**src/hw/rtl/fipg_pkg.sv**
```systemverilog
`timescale 1ns / 1ps
`default_nettype none

package fipg_pkg;

  localparam int unsigned NumCards = 4;
  localparam int unsigned CardW    = 4;
  localparam int unsigned IdxW     = 5;
  localparam int unsigned MaxPerms = 24;

  typedef logic [CardW-1:0] card_t;
  typedef logic [IdxW-1:0]  idx_t;
  typedef card_t [NumCards-1:0] card_vec_t;

  typedef struct packed {
    logic load;
    logic sort;
    logic step;
  } fipg_cmd_t;

  typedef struct packed {
    logic last;
  } fipg_status_t;

endpackage

`default_nettype wire

```
**src/hw/rtl/fipg_ctrl.sv**
```systemverilog
`timescale 1ns / 1ps
`default_nettype none

module fipg_ctrl
  import fipg_pkg::*;
(
  input  wire logic         clk_i,
  input  wire logic         rst_ni,
  input  wire logic         start_i,
  output logic              busy_o,
  output fipg_cmd_t         cmd_o,
  input  wire fipg_status_t status_i
);

  typedef enum logic [1:0] {
    StIdle,
    StSort,
    StRun
  } state_e;

  state_e state_q;
  logic   busy_q;

  always_comb begin
    cmd_o      = '0;
    cmd_o.load = (state_q == StIdle) && start_i && !busy_q;
    cmd_o.sort = (state_q == StSort);
    cmd_o.step = (state_q == StRun);
  end

  assign busy_o = busy_q;

  always_ff @(posedge clk_i or negedge rst_ni) begin
    if (!rst_ni) begin
      state_q <= StIdle;
      busy_q  <= 1'b0;
    end else begin
      case (state_q)
        StIdle: begin
          if (start_i && !busy_q) begin
            state_q <= StSort;
            busy_q  <= 1'b1;
          end
        end
        StSort: begin
          state_q <= StRun;
        end
        StRun: begin
          if (status_i.last) begin
            state_q <= StIdle;
            busy_q  <= 1'b0;
          end
        end
        default: begin
          state_q <= StIdle;
          busy_q  <= 1'b0;
        end
      endcase
    end
  end

endmodule

`default_nettype wire

```
**src/hw/rtl/fipg_datapath.sv**
```systemverilog
`timescale 1ns / 1ps
`default_nettype none

module fipg_datapath
  import fipg_pkg::*;
(
  input  wire logic       clk_i,
  input  wire logic       rst_ni,
  input  wire fipg_cmd_t  cmd_i,
  output fipg_status_t    status_o,
  input  wire card_t      card_a_i,
  input  wire card_t      card_b_i,
  input  wire card_t      card_c_i,
  input  wire card_t      card_d_i,
  output logic            strobe_o,
  output card_t           slot_zero_o,
  output card_t           slot_one_o,
  output card_t           slot_two_o,
  output card_t           slot_three_o,
  output idx_t            order_index_o,
  output logic            last_of_run_o
);

  localparam idx_t LastIdx = idx_t'(MaxPerms - 1);

  // compare-exchange network: (0,1) (2,3) (0,2) (1,3) (1,2)
  function automatic card_vec_t sort4(card_vec_t v);
    card_vec_t s;
    card_t     t;
    s = v;
    if (s[1] < s[0]) begin t = s[0]; s[0] = s[1]; s[1] = t; end
    if (s[3] < s[2]) begin t = s[2]; s[2] = s[3]; s[3] = t; end
    if (s[2] < s[0]) begin t = s[0]; s[0] = s[2]; s[2] = t; end
    if (s[3] < s[1]) begin t = s[1]; s[1] = s[3]; s[3] = t; end
    if (s[2] < s[1]) begin t = s[1]; s[1] = s[2]; s[2] = t; end
    return s;
  endfunction

  function automatic logic has_next(card_vec_t v);
    return (v[0] < v[1]) || (v[1] < v[2]) || (v[2] < v[3]);
  endfunction

  // rightmost ascent, swap with rightmost greater, reverse tail
  function automatic card_vec_t next_perm(card_vec_t v);
    card_vec_t n;
    logic [1:0] p;
    logic [1:0] q;
    card_t      piv;
    card_t      t;
    n = v;
    p = 2'd0;
    q = 2'd0;
    for (int j = 1; j < NumCards; j++) begin
      if (v[j-1] < v[j]) p = 2'(j);
    end
    piv = v[p - 2'd1];
    for (int j = 1; j < NumCards; j++) begin
      if ((2'(j) >= p) && (piv < v[j])) q = 2'(j);
    end
    if (p != 2'd0) begin
      t            = n[p - 2'd1];
      n[p - 2'd1]  = n[q];
      n[q]         = t;
      case (p)
        2'd1: begin t = n[1]; n[1] = n[3]; n[3] = t; end
        2'd2: begin t = n[2]; n[2] = n[3]; n[3] = t; end
        default: ;
      endcase
    end
    return n;
  endfunction

  card_vec_t vec_q;
  idx_t      idx_q;
  logic      last_d;
  logic      strobe_q;
  card_vec_t out_vec_q;
  idx_t      out_idx_q;
  logic      out_last_q;

  assign last_d        = !has_next(vec_q) || (idx_q == LastIdx);
  assign status_o.last = last_d;

  always_ff @(posedge clk_i) begin
    if (cmd_i.load) begin
      vec_q <= {card_d_i, card_c_i, card_b_i, card_a_i};
    end else if (cmd_i.sort) begin
      vec_q <= sort4(vec_q);
      idx_q <= '0;
    end else if (cmd_i.step) begin
      vec_q      <= next_perm(vec_q);
      idx_q      <= idx_q + idx_t'(1);
      out_vec_q  <= vec_q;
      out_idx_q  <= idx_q;
      out_last_q <= last_d;
    end
  end

  always_ff @(posedge clk_i or negedge rst_ni) begin
    if (!rst_ni) begin
      strobe_q <= 1'b0;
    end else begin
      strobe_q <= cmd_i.step;
    end
  end

  assign strobe_o      = strobe_q;
  assign slot_zero_o   = out_vec_q[0];
  assign slot_one_o    = out_vec_q[1];
  assign slot_two_o    = out_vec_q[2];
  assign slot_three_o  = out_vec_q[3];
  assign order_index_o = out_idx_q;
  assign last_of_run_o = out_last_q;

endmodule

`default_nettype wire

```
**src/hw/rtl/four_item_permutation_generator_core.sv**
```systemverilog
// Four-card lexicographic permutation generator.
// Input: pulse start_i with four 4-bit card values while busy_o is low; the
// item is taken at that edge. busy_o rises on the next cycle and stays high
// until the final permutation has been produced.
// Output: the sorted arrangement first, then each following distinct
// permutation in lexicographic order, one per cycle. Each result is shown
// for one cycle with strobe_o high, carrying its order_index_o and
// last_of_run_o, which marks the final (descending) arrangement.
// The accepted cards are loaded at that edge, sorted in the StSort state, and
// the first result is registered in the first StRun step, raising strobe_o.
// An item yielding N results (1 to 24) keeps busy_o high through the sorting
// network and then one next-permutation step per permutation. A new item can
// be taken in the cycle the last result is shown.
// The receiver cannot stall: results are not held and must be taken as they
// strobe. Reset (rst_ni low, asynchronous) drops any run in progress and
// returns the block to idle with no strobe pending.
`timescale 1ns / 1ps
`default_nettype none

module four_item_permutation_generator_core
  import fipg_pkg::*;
(
  input  wire logic  clk_i,
  input  wire logic  rst_ni,
  input  wire logic  start_i,
  output logic       busy_o,
  input  wire card_t card_a_i,
  input  wire card_t card_b_i,
  input  wire card_t card_c_i,
  input  wire card_t card_d_i,
  output logic       strobe_o,
  output card_t      slot_zero_o,
  output card_t      slot_one_o,
  output card_t      slot_two_o,
  output card_t      slot_three_o,
  output idx_t       order_index_o,
  output logic       last_of_run_o
);

  fipg_cmd_t    cmd;
  fipg_status_t status;

  fipg_ctrl u_ctrl (
    .clk_i    (clk_i),
    .rst_ni   (rst_ni),
    .start_i  (start_i),
    .busy_o   (busy_o),
    .cmd_o    (cmd),
    .status_i (status)
  );

  fipg_datapath u_datapath (
    .clk_i         (clk_i),
    .rst_ni        (rst_ni),
    .cmd_i         (cmd),
    .status_o      (status),
    .card_a_i      (card_a_i),
    .card_b_i      (card_b_i),
    .card_c_i      (card_c_i),
    .card_d_i      (card_d_i),
    .strobe_o      (strobe_o),
    .slot_zero_o   (slot_zero_o),
    .slot_one_o    (slot_one_o),
    .slot_two_o    (slot_two_o),
    .slot_three_o  (slot_three_o),
    .order_index_o (order_index_o),
    .last_of_run_o (last_of_run_o)
  );

`ifndef NO_ASSERTIONS
  a_mid_run_busy: assert property (@(posedge clk_i) disable iff (!rst_ni)
    strobe_o && !last_of_run_o |-> busy_o)
    else $error("result before end of run while not busy");

  a_index_steps: assert property (@(posedge clk_i) disable iff (!rst_ni)
    strobe_o && !last_of_run_o |=>
      strobe_o && (order_index_o == $past(order_index_o) + idx_t'(1)))
    else $error("run broken or index did not advance");

  a_run_ends: assert property (@(posedge clk_i) disable iff (!rst_ni)
    strobe_o && last_of_run_o |=> !strobe_o)
    else $error("result after end of run");

  a_accept_busy: assert property (@(posedge clk_i) disable iff (!rst_ni)
    start_i && !busy_o |=> busy_o && !strobe_o)
    else $error("accepted item did not raise busy");
`endif

endmodule

`default_nettype wire

```
**config.mk**
```make
export PLATFORM = sky130hd
export DESIGN_NAME = four_item_permutation_generator_core
export DESIGN_NICKNAME = d
export VERILOG_FILES = /design/src/hw/rtl/fipg_pkg.sv /design/src/hw/rtl/fipg_ctrl.sv /design/src/hw/rtl/fipg_datapath.sv /design/src/hw/rtl/four_item_permutation_generator_core.sv
export SDC_FILE = /design/constraint.sdc
export NUM_CORES = 1
export LEC_CHECK = 0
export BUFFER_PORTS_ARGS = -buffer_cell sky130_fd_sc_hd__buf_2
export CAP_MARGIN = 5
export CORE_UTILIZATION = 30
export CTS_CLUSTER_SIZE = 30
export DETAILED_ROUTE_END_ITERATION = 16
export PLACE_DENSITY_LB_ADDON = 0.08
export SYNTH_ARGS = -nofsm -noshare
export SYNTH_HDL_FRONTEND = slang
export SYNTH_SLANG_ARGS = --single-unit
```
**constraint.sdc**
```tcl
create_clock -name clk_i -period 5.5 [get_ports clk_i]
set_clock_uncertainty 0.05 [all_clocks]
set_input_delay 0.825 -clock clk_i [delete_from_list [all_inputs] [get_ports clk_i]]
set_output_delay 0.825 -clock clk_i [all_outputs]
set_load 0.05 [all_outputs]
```
==> flow_metrics.py <==
metrics = {
    "status": {
        "status": "finished, final reports clean",
    },
    "sta": {
        "period_share_pct": 97.3,
        "slew-limit-headroom_pct": 29.0,
        "setup_violations": 0,
        "clock.fmax_mhz": 187,
        "tightest_slew_ns": 1.06,
        "fin_crit_ns": 5.35,
        "hold_ws_ns": 0.262,
        "slew_viol_final": 0,
        "hold_viol_final": 0,
    },
    "setup_path": {
        "worstSetupPathType": "register to register",
        "cp_data_arrival_time_ns": 5.36,
        "rr_worst_depth": 20,
        "reg2reg_setup_slack_ns": 0.15,
        "required_ns": 5.51,
        "reg2reg_to": "u_datapath.vec_q[3]",
        "start_kind": "register",
        "cp_max_fo": 6,
        "worstReg2RegStart": "u_datapath.vec_q[9]",
        "worst_setup_path_end_kind": "register",
    },
    "layout": {
        "nNetsFinal": 609,
        "mostFrequentLayoutCells": "buf_4, ha_1, edfxtp_1",
        "area_growth_pct": 24.7,
        "layout_commonest_cell": "buf_4",
        "drive_gt1_share_pct": 27.5,
    },
    "floorplan": {
        "fp.dieH_um": 121,
        "core_area_um2": 13900,
        "dieWidth_um": 121,
        "io_pins": 43,
        "die-area_um2": 14700,
        "num_rows": 43,
        "start_util_pct": 30.7,
    },
    "grt": {
        "grt-ovfl-total": 0,
        "grt_pass1_wl_um": 23000,
        "grt_usage_pct": 21.5,
        "grt_max_degree": 25,
        "antenna_found_initial": 1,
        "grt_pass1_vias": 3820,
    },
    "yosys": {
        "ys_warn_count": 0,
        "yosysSeqAreaShare_pct": 32.6,
        "syn_inst": 452,
        "yosysUniqueCellTypes": 69,
        "ys.flop_type": "edfxtp_1",
        "synth.net_count": 517,
        "synth_edf_count": 43,
        "synth_area_um2": 4270,
        "async_flop_share_pct": 8.51,
        "syn_area_per_cell_um2": 9.44,
        "ys_ff_latch": 47,
    },
    "clock_tree": {
        "cts_root_buf": "clkbuf_16",
        "hold_buffers": 0,
        "clk_latency_ns": 0.30,
        "h-tree-depth": 2,
        "clockBufferDepth": 2,
        "cts_inserted_buffers": 5,
        "cts_num_sinks": 47,
        "clk_pin_slew_ns": 0.08,
        "tritoncts": "done",
    },
    "route": {
        "vias": 4062,
        "drt_iter0_markers": 341,
        "wl_per_cell_um": 21.1,
        "wirelength_um": 15300,
        "drc_errors": 0,
        "first_pass_iters": 5,
        "vias_per_cell": 5.60,
        "ant_nets": 0,
    },
    "flow_run": {
        "drv_cap": 0,
    },
    "place": {
        "io_buffers": 42,
        "dpl.hpwl_um": 12200,
        "routabilityCongestion": 0.934,
    },
    "min_path": {
        "hp-class": "input pin to asynchronous set/reset pin",
    },
}
==> cell families after synthesis <==
| kind of cell | Yosys count | share of synthesized area [%] |
|---|---|---|
| adder cells (fa/ha/maj) | 46 | 13.5 |
| buffers and inverters | 53 | 4.90 |
| AND/OR/NAND/NOR | 112 | 12.6 |
| XOR/XNOR | 3 | 0.616 |
| flip-flops | 47 | 32.6 |
| AO/OA/AOI/OAI | 162 | 27.9 |
| multiplexers | 29 | 7.95 |
==> cells in the mapped netlist (all sizes together), types with 4 or more instances <==
library cell  instances  area, µm²
o21a                  6       45.0
a211oi                9       80.1
o211ai               10       85.1
nor3                  5       25.0
ha                   46        576
o21ai                29        156
a311oi                4       35.0
o2111ai               7       61.3
nand2                26       97.6
nand3                 7       35.0
nor2b                 7       43.8
or2                   4       25.0
mux2i                20        200
edfxtp               43       1290
a31oi                12       81.3
clkbuf                6       22.5
and2                  4       25.0
nor2                 41        154
dfrtp                 4        100
o22ai                 6       37.5
mux2                  6       71.3
buf                   4       25.0
inv                  42        158
a21o                  5       37.5
a21oi                35        183
==> worst max path at each step <==
stage	slack (ns)	end	depth (start not counted)	from
5_1_grt	-0.03	u_datapath.vec_q[9]	24	u_datapath.vec_q[9]
2_1_floorplan	0.30	u_datapath.vec_q[5]	18	u_datapath.vec_q[9]
3_5_place_dp	-0.11	u_datapath.vec_q[10]	21	u_datapath.vec_q[9]
4_1_cts	0.05	u_datapath.vec_q[10]	21	u_datapath.vec_q[9]
3_3_place_gp	-0.05	u_datapath.vec_q[5]	21	u_datapath.vec_q[9]
6_report	0.15	u_datapath.vec_q[3]	20	u_datapath.vec_q[9]
==> final cells by class <==
type	count	area, µm²
well taps	180	225
multi-input cells	352	2780
fillers	1411	8560
flip-flops and latches	47	1390
clock inverters	3	27.5
repair buffers	95	612
inverters	43	161
clock buffers	5	125
diodes	1	2.50
==> repair_timing <==
item,4_1_cts,5_1_grt
pin swaps,0,7
setup endpoints to repair,4,9
setup buffers,0,8
resized for setup,2,25
==> flip-flops by register name (all words and copies together), names as in the netlist <==
register	cells
u_ctrl.busy_o	1
u_ctrl.state_q	2
u_datapath.idx_q	5
u_datapath.last_of_run_o	1
u_datapath.order_index_o	5
u_datapath.slot_one_o	4
u_datapath.slot_three_o	4
u_datapath.slot_two_o	4
u_datapath.slot_zero_o	4
u_datapath.strobe_o	1
u_datapath.vec_q	16
==> stage by stage <==
stage / cell area (µm²) / utilization [%] / std cells / setup TNS [ns] / setup slack, ns
6_report: 5320 / 38.3 / 726 / 0 / 0.150
5_1_grt: 5320 / 38.3 / 725 / -0.0346 / -0.0273
4_1_cts: 5160 / 37.2 / 717 / 0 / 0.0470
3_5_place_dp: 4990 / 36.0 / 709 / -0.263 / -0.111
3_3_place_gp: 4990 / 36.0 / 709 / -0.0468 / -0.0468
2_1_floorplan: 4270 / - / 452 / 0 / 0.297
==> worst max-delay path, stage by stage (launching register included) <==
cell	delay, ns
edfxtp_1	0.48
buf_4	0.20
inv_1	0.08
ha_1	0.25
a2111oi_4	0.35
nor2_1	0.14
a21oi_2	0.18
inv_1	0.06
ha_1	0.33
mux4_2	0.52
ha_1	0.31
a21o_1	0.19
nand2b_1	0.14
a21oi_1	0.13
a221o_1	0.26
o22ai_1	0.16
a311oi_1	0.40
o21ai_0	0.17
a221oi_1	0.45
buf_4	0.18
o21ai_0	0.07
==> layer usage <==
layer	track usage [%]	vias up	part of all wire, %
li1	-	1918	-
met1	27.9	1927	44
met2	33.3	177	44
met3	5.03	40	7.1
met4	11.1	0	4.6
met5	0	-	0
Power is not shown: default switching activity piles up to over one toggle a cycle in this logic, so the estimate is an artifact.
